### src/rbhu_pkg.sv
// rbhu_pkg: field positions and constants for the readout block hit unpacker
// no dependencies; used by readout_block_hit_unpacker

package rbhu_pkg;

    // default width of the running hit index
    localparam int HIT_INDEX_BITS_DEF = 16;

    // readout word width and data word counter width
    localparam int WORD_BITS = 32;
    localparam int COUNT_BITS = 10;

    // header word fields
    localparam int HDR_MODULE_LSB = 28;
    localparam int HDR_CABLE_LSB = 24;
    localparam int HDR_COUNT_BITS = 9;

    // first data word fields
    localparam int TAC_ADDR_LSB = 27;
    localparam int TAC_CHAN_LSB = 22;
    localparam int CAL_LSB = 18;
    localparam int CLOCK_LSB = 12;

    // result field widths
    localparam int ID_BITS = 4;
    localparam int TAC_ADDR_BITS = 5;
    localparam int TAC_CHAN_BITS = 5;
    localparam int CAL_BITS = 4;
    localparam int CLOCK_BITS = 6;
    localparam int VALUE_BITS = 12;

    // result bits before the hit index
    localparam int HIT_FIXED_BITS = 2 * ID_BITS + TAC_ADDR_BITS + TAC_CHAN_BITS + CAL_BITS
                                  + CLOCK_BITS + 2 * VALUE_BITS;

    // inversion constants for clock and tac values
    localparam logic [CLOCK_BITS-1:0] CLOCK_MAX = 6'd63;
    localparam logic [VALUE_BITS-1:0] TAC_MAX = 12'd4095;

endpackage

### src/readout_block_hit_unpacker.sv
// readout_block_hit_unpacker: parses header and data word pairs into hit records
// depends on rbhu_pkg for field positions and widths
//
// output: a hit appears on m_tdata in the cycle after the second word of its pair is accepted
// throughput: one readout word per cycle; s_tready drops only while a hit waits on m_tready
// reset: synchronous active-low aresetn; parser expects a header, hit count cleared,
//        output channel empty

module readout_block_hit_unpacker #(
    parameter int HIT_INDEX_BITS = rbhu_pkg::HIT_INDEX_BITS_DEF,
    localparam int OUT_BITS = rbhu_pkg::HIT_FIXED_BITS + HIT_INDEX_BITS,
    localparam int OUT_TDATA_BITS = 8 * ((OUT_BITS + 7) / 8)
) (
    input  logic                      aclk,
    input  logic                      aresetn,
    // input stream
    input  logic                      s_tvalid,
    output logic                      s_tready,
    input  logic [31:0]               s_tdata,   // word[31:0]
    input  logic                      s_tlast,   // end_of_buffer
    // hit stream
    output logic                      m_tvalid,
    input  logic                      m_tready,
    // module_id[3:0], cable_id[7:4], tac_address[12:8], tac_channel[17:13],
    // cal_bits[21:18], clock_value[27:22], tac_value[39:28], qdc_value[51:40],
    // hit_index[52 +: HIT_INDEX_BITS], zero fill above
    output logic [OUT_TDATA_BITS-1:0] m_tdata
);

    localparam int IDB = rbhu_pkg::ID_BITS;
    localparam int CNTB = rbhu_pkg::COUNT_BITS;
    localparam logic [HIT_INDEX_BITS-1:0] HIT_MAX = '1;

    typedef enum logic [1:0] {
        PH_HEADER = 2'd0,
        PH_FIRST  = 2'd1,
        PH_SECOND = 2'd2
    } phase_t;

    phase_t                                phase_reg, phase_next;
    logic [CNTB-1:0]                       words_left_reg, words_left_next;
    logic [IDB-1:0]                        module_id_reg, module_id_next;
    logic [IDB-1:0]                        cable_id_reg, cable_id_next;
    logic [rbhu_pkg::WORD_BITS-1:0]        first_word_reg, first_word_next;
    logic [HIT_INDEX_BITS-1:0]             hit_count_reg, hit_count_next;
    logic                                  m_tvalid_reg, m_tvalid_next;
    logic [OUT_TDATA_BITS-1:0]             m_tdata_reg, m_tdata_next;

    logic                                  in_xfer;
    logic                                  hit_emit;
    logic [CNTB-1:0]                       words_dec;
    logic [CNTB-1:0]                       hdr_count;
    logic [OUT_BITS-1:0]                   hit_bits;

    // accept while the output register is free or being drained
    assign s_tready = !m_tvalid_reg || m_tready;
    assign in_xfer = s_tvalid && s_tready;
    assign m_tvalid = m_tvalid_reg;
    assign m_tdata = m_tdata_reg;

    assign words_dec = words_left_reg - CNTB'(1);
    assign hdr_count = CNTB'(s_tdata[rbhu_pkg::HDR_COUNT_BITS-1:0]);

    // hit record from the held first word and the current second word
    assign hit_bits = {
        hit_count_reg,
        s_tdata[rbhu_pkg::VALUE_BITS-1:0],
        rbhu_pkg::TAC_MAX - first_word_reg[rbhu_pkg::VALUE_BITS-1:0],
        rbhu_pkg::CLOCK_MAX - first_word_reg[rbhu_pkg::CLOCK_LSB +: rbhu_pkg::CLOCK_BITS],
        first_word_reg[rbhu_pkg::CAL_LSB +: rbhu_pkg::CAL_BITS],
        first_word_reg[rbhu_pkg::TAC_CHAN_LSB +: rbhu_pkg::TAC_CHAN_BITS],
        first_word_reg[rbhu_pkg::TAC_ADDR_LSB +: rbhu_pkg::TAC_ADDR_BITS],
        cable_id_reg,
        module_id_reg
    };

    // parser next state
    always_comb begin
        phase_next = phase_reg;
        words_left_next = words_left_reg;
        module_id_next = module_id_reg;
        cable_id_next = cable_id_reg;
        first_word_next = first_word_reg;
        hit_count_next = hit_count_reg;
        hit_emit = 1'b0;
        if (in_xfer) begin
            unique case (phase_reg)
                PH_FIRST: begin
                    first_word_next = s_tdata;
                    words_left_next = words_dec;
                    phase_next = PH_SECOND;
                end
                PH_SECOND: begin
                    hit_emit = 1'b1;
                    if (hit_count_reg != HIT_MAX) begin
                        hit_count_next = hit_count_reg + HIT_INDEX_BITS'(1);
                    end
                    words_left_next = words_dec;
                    phase_next = (words_dec != '0) ? PH_FIRST : PH_HEADER;
                end
                default: begin
                    // header word, also the unused phase code
                    module_id_next = s_tdata[rbhu_pkg::HDR_MODULE_LSB +: IDB];
                    cable_id_next = s_tdata[rbhu_pkg::HDR_CABLE_LSB +: IDB];
                    words_left_next = (hdr_count + CNTB'(1)) & ~CNTB'(1);
                    phase_next = (words_left_next != '0) ? PH_FIRST : PH_HEADER;
                end
            endcase
            // end of buffer returns to header parsing
            if (s_tlast) begin
                phase_next = PH_HEADER;
                words_left_next = '0;
            end
        end
    end

    // output register
    always_comb begin
        m_tvalid_next = m_tvalid_reg;
        m_tdata_next = m_tdata_reg;
        if (hit_emit) begin
            m_tvalid_next = 1'b1;
            m_tdata_next = OUT_TDATA_BITS'(hit_bits);
        end else if (m_tready) begin
            m_tvalid_next = 1'b0;
        end
    end

    // state and result registers
    always_ff @(posedge aclk) begin
        if (!aresetn) begin
            phase_reg <= PH_HEADER;
            words_left_reg <= '0;
            module_id_reg <= '0;
            cable_id_reg <= '0;
            first_word_reg <= '0;
            hit_count_reg <= '0;
            m_tvalid_reg <= 1'b0;
        end else begin
            phase_reg <= phase_next;
            words_left_reg <= words_left_next;
            module_id_reg <= module_id_next;
            cable_id_reg <= cable_id_next;
            first_word_reg <= first_word_next;
            hit_count_reg <= hit_count_next;
            m_tvalid_reg <= m_tvalid_next;
        end
        m_tdata_reg <= m_tdata_next;
    end

endmodule
### config.mk
export PLATFORM = sky130hd
export DESIGN_NAME = readout_block_hit_unpacker
export DESIGN_NICKNAME = d
export VERILOG_FILES = /design/src/rbhu_pkg.sv /design/src/readout_block_hit_unpacker.sv
export SDC_FILE = /design/constraint.sdc
export NUM_CORES = 1
export LEC_CHECK = 0
export ABC_AREA = 0
export CORE_ASPECT_RATIO = 1.1
export CORE_UTILIZATION = 45
export CTS_CLUSTER_SIZE = 40
export DETAILED_ROUTE_END_ITERATION = 8
export DONT_BUFFER_PORTS = 1
export PLACE_DENSITY = 0.71
export SKIP_LAST_GASP = 1
export SYNTH_ARGS = -nofsm -noshare
export SYNTH_HDL_FRONTEND = slang
export SYNTH_SLANG_ARGS = --single-unit
### constraint.sdc
create_clock -name aclk -period 5.2 [get_ports aclk]
set_clock_uncertainty 0.2 [all_clocks]
set_input_delay 0.52 -clock aclk [delete_from_list [all_inputs] [get_ports aclk]]
set_output_delay 0.52 -clock aclk [all_outputs]
set_load 0.01 [all_outputs]
==> out/qor.yml, run 1 <==
initial_core_util: 0.467
ys_warn_count: 0
swShare: 0.214
hold_buffers: 12
fp.dieArea_sq_um: 12500
cts_resized: 0
crit_fanout: 38
pin_count: 111
endpoint: "m_tdata[28]"
internal_power_uw: 1960
gp_congestion: 0.859
ir_worst_vdd_uv: 220
ff2ff_path_depth: 4
power.density_nw_per_um2: 401
max_freq_mhz: 345
ys_seq_elements: 137
routedWlPerCell_microns: 16.6
vias: 3713
synth_cell_types: 54
syn_area_sq_um: 5410
outcome: "finished, final reports clean"
num_antenna_cells: 0
r2r-end: "m_tdata[28]"
timing.critical_path.from: "m_tvalid"
ys_seq_area_frac: 0.633
htree_levels: 4
areaGrowthSynthToFinish_pct: 15.0
root_buffer: "clkbuf_16"
worst_pin_slew_ns: 1.12
hold_viol: 0
num_rows: 41
path_cells: "nand2b_1 > nand3_1 > inv_2 > buf_4"
track_usage: 0.178
ys_dominant_reg_cell: "dfxtp_1"
numCtsBuffers: 17
routed_wl_microns: 11200
synthCells: 505
drc_errors: 0
post-route-period-util: 0.557
synth_area_leaders: "edfxtp_1 38%, dfxtp_1 26%, nand2_1 6.0%"
final_max_slew_viol_count: 0
maxSlewHeadroom: 0.253
pwr-share-seq: 0.466
antenna_found_initial: 0
core_sq_um: 11600
max-clock-path-buffers: 2
nNetsFinal: 555
postCtsSetupRepairBufs: 0
power.switching_uw: 533
largest_register_ffs: 68
rsz0062_at_grt: "no"
worstPathRequired_ns: 5.07
end_kind: "flip-flop"
crit_buf_inv: 2
clk_latency_ns: 0.42
multi_input_area_sq_um: 1760
synth_edf_count: 68
fp.dieH_microns: 117
clkTransAtPathRegs_ns: 0.05
drv_cap: 0
leakage_uw: 0.00205
synthMuxAreaShare: 0.0224
synth_compound_area_frac: 0.0909
critPathMaxStageDelay_ns: 0.75
drtIter0Drc: 289
regToRegStartpoint: "m_tvalid"
dieWidth_microns: 107
crit_arrival_ns: 2.76
seq_area_sq_um: 3420
io_buffer_count: 0
final_cell_mix: "87 x nand2_1, 69 x dfxtp_1, 68 x edfxtp_1, 50 x a21oi_1, 35 x nor2_1"
tns_ns: 0
final.min_clock_period_ns: 2.90
finalSetupViolations: 0
p_clk_frac: 0.489
r2r_setup_slack_ns: 2.30
cts_tree: "built"
hold_path_class: "primary input to flip-flop"
setup.worst_path.start_class: "flip-flop"
synth_top_family_by_area: "simple AND/OR/NAND/NOR gates"
drive_gt1_frac: 0.0782
crit_cells: 4
synth_xor_area_frac: 0.0275
async_flop_share: 0
grt_pass1_wl_microns: 16700
synth_fa_ha_area_frac: 0.0162
antenna_left: 0
path_class: "flip-flop to flip-flop"
avgViaCountPerCell: 5.51
cp_slowest_cell: "inv_2"
grt_pass1_vias: 3405
mostFrequentLayoutCell: "nand2_1"
syn-mean-instance-area_sq_um: 10.7
synth_simple_gate_area_frac: 0.166
grt_overflow: 0
dp_hpwl_microns: 7200
numClockSinks: 137
grt_max_degree: 63
p_total_uw: 2490
drt_first_pass_iters: 5
synth_top_cell_by_area: "edfxtp_1"
synth.top_cell.area_share: 0.377
power.share.combinational: 0.045
fill_cells: 969
cp_top_family: "buffers and inverters"
-- area by class of cell --
class,instances,area share
Clock buffer,19,0.0712
Clock inverter,13,0.0267
Inverter,28,0.0169
Multi-Input combinational cell,313,0.283
Sequential cell,137,0.550
Tap cell,150,0.0302
Timing Repair Buffer,14,0.0217
-- worst min-delay path by stage --
stage | slack (ns) | startpoint | end | cells past startpoint
3_3_place_gp | 0.21 | first_word_reg[27] | m_tdata[8] | 0
4_1_cts | 0.01 | aresetn | words_left_reg[8] | 1
6_report | 0.03 | aresetn | words_left_reg[8] | 1
3_5_place_dp | 0.21 | first_word_reg[29] | m_tdata[10] | 0
2_1_floorplan | 0.21 | module_id_reg[0] | m_tdata[0] | 0
5_1_grt | 0.02 | aresetn | words_left_reg[8] | 1
-- through the flow --
stage / hold slack (ns) / cells / cell area, sq um / utilization / worst slack, ns
3_5_place_dp: 0.213 / 630 / 5490 / 0.474 / 2.14
3_3_place_gp: 0.212 / 630 / 5490 / 0.474 / 2.26
5_1_grt: 0.0216 / 674 / 6220 / 0.537 / 2.16
2_1_floorplan: 0.208 / 508 / 5420 / - / 2.20
4_1_cts: 0.0148 / 674 / 6220 / 0.537 / 2.32
6_report: 0.0338 / 674 / 6220 / 0.537 / 2.30
-- cell families after synthesis --
| logic type | Yosys count |
|---|---|
| mux | 12 |
| xor+xnor | 17 |
| fa+ha+maj | 7 |
| buf+inv | 58 |
| simple gates | 189 |
| other cells | 1 |
| flops | 137 |
| compound gates | 84 |
-- power groups by stage --
stage | Clock, uW | Combinational [uW] | Sequential, uW
floorplan | 0 | 88.9 | 1180
global placement | 0 | 97.5 | 1180
detailed placement | 0 | 102 | 1190
CTS | 1240 | 111 | 1160
global route | 1280 | 124 | 1160
finish | 1220 | 111 | 1160
-- synthesized netlist by cell type (2+ instances only) --
cell / instances
nor4_1: 6
clkbuf_1: 24
nor3_1: 12
o22ai_1: 2
a21oi_1: 50
or3_1: 5
edfxtp_1: 68
o21ai_0: 9
inv_1: 27
o31ai_1: 2
nor2_1: 35
o32ai_1: 2
ha_1: 7
xor2_1: 5
and4_1: 3
nand2_1: 87
buf_4: 4
dfxtp_1: 69
or4_1: 2
nand3_1: 11
a31oi_1: 3
and3_1: 4
nand4b_1: 2
and2_1: 2
a21o_1: 2
nand4_1: 8
nand2b_1: 4
a211oi_1: 2
xnor2_1: 12
mux2i_1: 11
buf_2: 2
-- layer usage --
metal / wire length (microns) / global-route usage
met3: 650 / 0.0587
met1: 4670 / 0.204
met2: 5660 / 0.293
met5: 0 / 0
met4: 182 / 0.105
No activity file was read; power rests on OpenSTA's default activity.
==> run 2, diff against run 1 <==
--- a/config.mk
+++ b/config.mk
@@ -5,7 +5,7 @@
 export SDC_FILE = /design/constraint.sdc
 export NUM_CORES = 1
 export LEC_CHECK = 0
-export ABC_AREA = 0
+export ABC_AREA = 1
 export CORE_ASPECT_RATIO = 1.1
 export CORE_UTILIZATION = 45
 export CTS_CLUSTER_SIZE = 40
==> constraint.sdc (replaced) <==
create_clock -name aclk -period 2.7 [get_ports aclk]
set_clock_uncertainty 0.2 [all_clocks]
set_input_delay 0.27 -clock aclk [delete_from_list [all_inputs] [get_ports aclk]]
set_output_delay 0.27 -clock aclk [all_outputs]
set_load 0.01 [all_outputs]
==> out/qor.yml, run 2 <==
routed_wl_microns: 11300
worstPathRequired_ns: 2.86
num_rows: 41
cts_tree: "built"
ys_dominant_reg_cell: "dfxtp_1"
ys_seq_area_frac: 0.635
core_sq_um: 11600
areaGrowthSynthToFinish_pct: 20.6
synth_area_leaders: "edfxtp_1 38%, dfxtp_1 26%, nand2_1 6.6%"
grt_pass1_vias: 3544
outcome: "finished, final reports clean"
ys_warn_count: 0
synthCells: 549
post-route-period-util: 0.908
clk_latency_ns: 0.41
final_max_slew_viol_count: 0
synth_cell_types: 39
numCtsBuffers: 17
nNetsFinal: 636
ys_seq_elements: 137
drtIter0Drc: 213
drv_cap: 0
hold_path_class: "primary input to flip-flop"
antenna_left: 0
mostFrequentLayoutCell: "nand2_1"
htree_levels: 4
antenna_found_initial: 0
max-clock-path-buffers: 2
synth.top_cell.area_share: 0.379
gp_congestion: 0.863
setup.worst_path.start_class: "flip-flop"
io_buffer_count: 0
largest_register_ffs: 68
maxSlewHeadroom: 0.602
fin_util: 0.561
grt_pass1_wl_microns: 17300
worst_pin_slew_ns: 0.597
ir_worst_vdd_uv: 465
syn_area_sq_um: 5390
crit_arrival_ns: 2.61
drive_gt1_frac: 0.0893
synth_commonest_cells: "95 x nand2_1, 77 x inv_1, 69 x dfxtp_1"
num_antenna_cells: 0
finalSetupViolations: 0
track_usage: 0.184
grt_max_degree: 51
pin_count: 111
tns_ns: 0
fill_cells: 993
numClockSinks: 137
routedWlPerCell_microns: 14.9
crit_fanout: 13
drc_errors: 0
avgViaCountPerCell: 5.15
postCtsSetupRepairBufs: 0
synth_edf_count: 68
synth_top_cell_by_area: "edfxtp_1"
initial_core_util: 0.465
final.min_clock_period_ns: 2.45
dieWidth_microns: 106
vias: 3889
fp.dieArea_sq_um: 12400
async_flop_share: 0
dp_hpwl_microns: 7400
hold_viol: 0
post-synth-top-count-cell: "nand2_1"
max_freq_mhz: 408
final_cell_mix: "95 x nand2_1, 77 x inv_1, 69 x dfxtp_1, 68 x edfxtp_1, 58 x a21oi_1"
clkTransAtPathRegs_ns: 0.06
power.density_nw_per_um2: 737
end_kind: "flip-flop"
syn-mean-instance-area_sq_um: 9.82
path_class: "flip-flop to flip-flop"
root_buffer: "clkbuf_16"
leakage_uw: 0.00247
grt_overflow: 0
rsz0062_at_grt: "no"
drt_first_pass_iters: 5
fp.dieH_microns: 117
[run 2: worst paths after layout]
path                            slack, ns  cells after the start                end                from
worst max-delay path                 0.25                      7  words_left_reg[5]        phase_reg[0]
worst min-delay path                 0.06                      5  words_left_reg[9]             s_tlast
worst min register to register       0.23                      0         m_tdata[8]  first_word_reg[27]
worst max register to register       0.25                      7  words_left_reg[5]        phase_reg[0]
[run 2: critical path, cell delays in order (launching register included)]
cell and delay, ns:
dfxtp_1 0.38, inv_1 0.06, ha_1 0.52, nand3_1 0.31, o221ai_1 0.25, nand2_1 0.07, dlygate4sd3_1 0.56, inv_1 0.05
[run 2: layout make-up]
type / count / area [sq um] / share of cell area
Multi-Input combinational cell: 315 / 1590 / 0.244
Inverter: 79 / 299 / 0.0460
Tap cell: 150 / 188 / 0.0289
Clock buffer: 20 / 437 / 0.0672
Clock inverter: 12 / 150 / 0.0231
Timing Repair Buffer: 42 / 418 / 0.0643
Sequential cell: 137 / 3420 / 0.527
[run 2: where the power goes]
part	total, uW	switching (uW)	internal (uW)
clock	2270	819	1450
sequential	2240	22.8	2220
combinational	284	175	110
total	4790	1020	3770
[run 2: through the flow]
stage / power (uW) / worst slack [ns] / instance area (sq um) / hold slack (ns) / instances
2_1_floorplan: 2460 / 0.0588 / 5410 / 0.169 / 552
3_3_place_gp: 2490 / 0.750 / 5530 / 0.169 / 686
3_5_place_dp: 2500 / 0.716 / 5530 / 0.169 / 686
4_1_cts: 4820 / 0.279 / 6500 / 0.0259 / 755
5_1_grt: 4950 / 0.0383 / 6500 / 0.0645 / 755
6_report: 4790 / 0.248 / 6500 / 0.0580 / 755
[run 2: logic make-up after synthesis]
| group | Yosys count | share of synthesized area |
|---|---|---|
| flops | 137 | 0.635 |
| other cells | 1 | 0.000696 |
| simple gates | 189 | 0.160 |
| compound gates | 111 | 0.108 |
| fa+ha+maj | 7 | 0.0162 |
| buf+inv | 100 | 0.0740 |
| xor+xnor | 4 | 0.00650 |
[run 2: what timing repair did]
action	CTS	global route
hold buffers	37	0
setup endpoints to repair	0	0
resized for setup	0	0
hold endpoints to repair	76	0
[run 2: layer usage]
metal  GRT usage  vias up  wire (microns)
met4       0.100        0             303
li1            -     1916               -
met2       0.313      149            5630
met3      0.0504       25             635
met5           0        -               0
met1       0.214     1799            4700
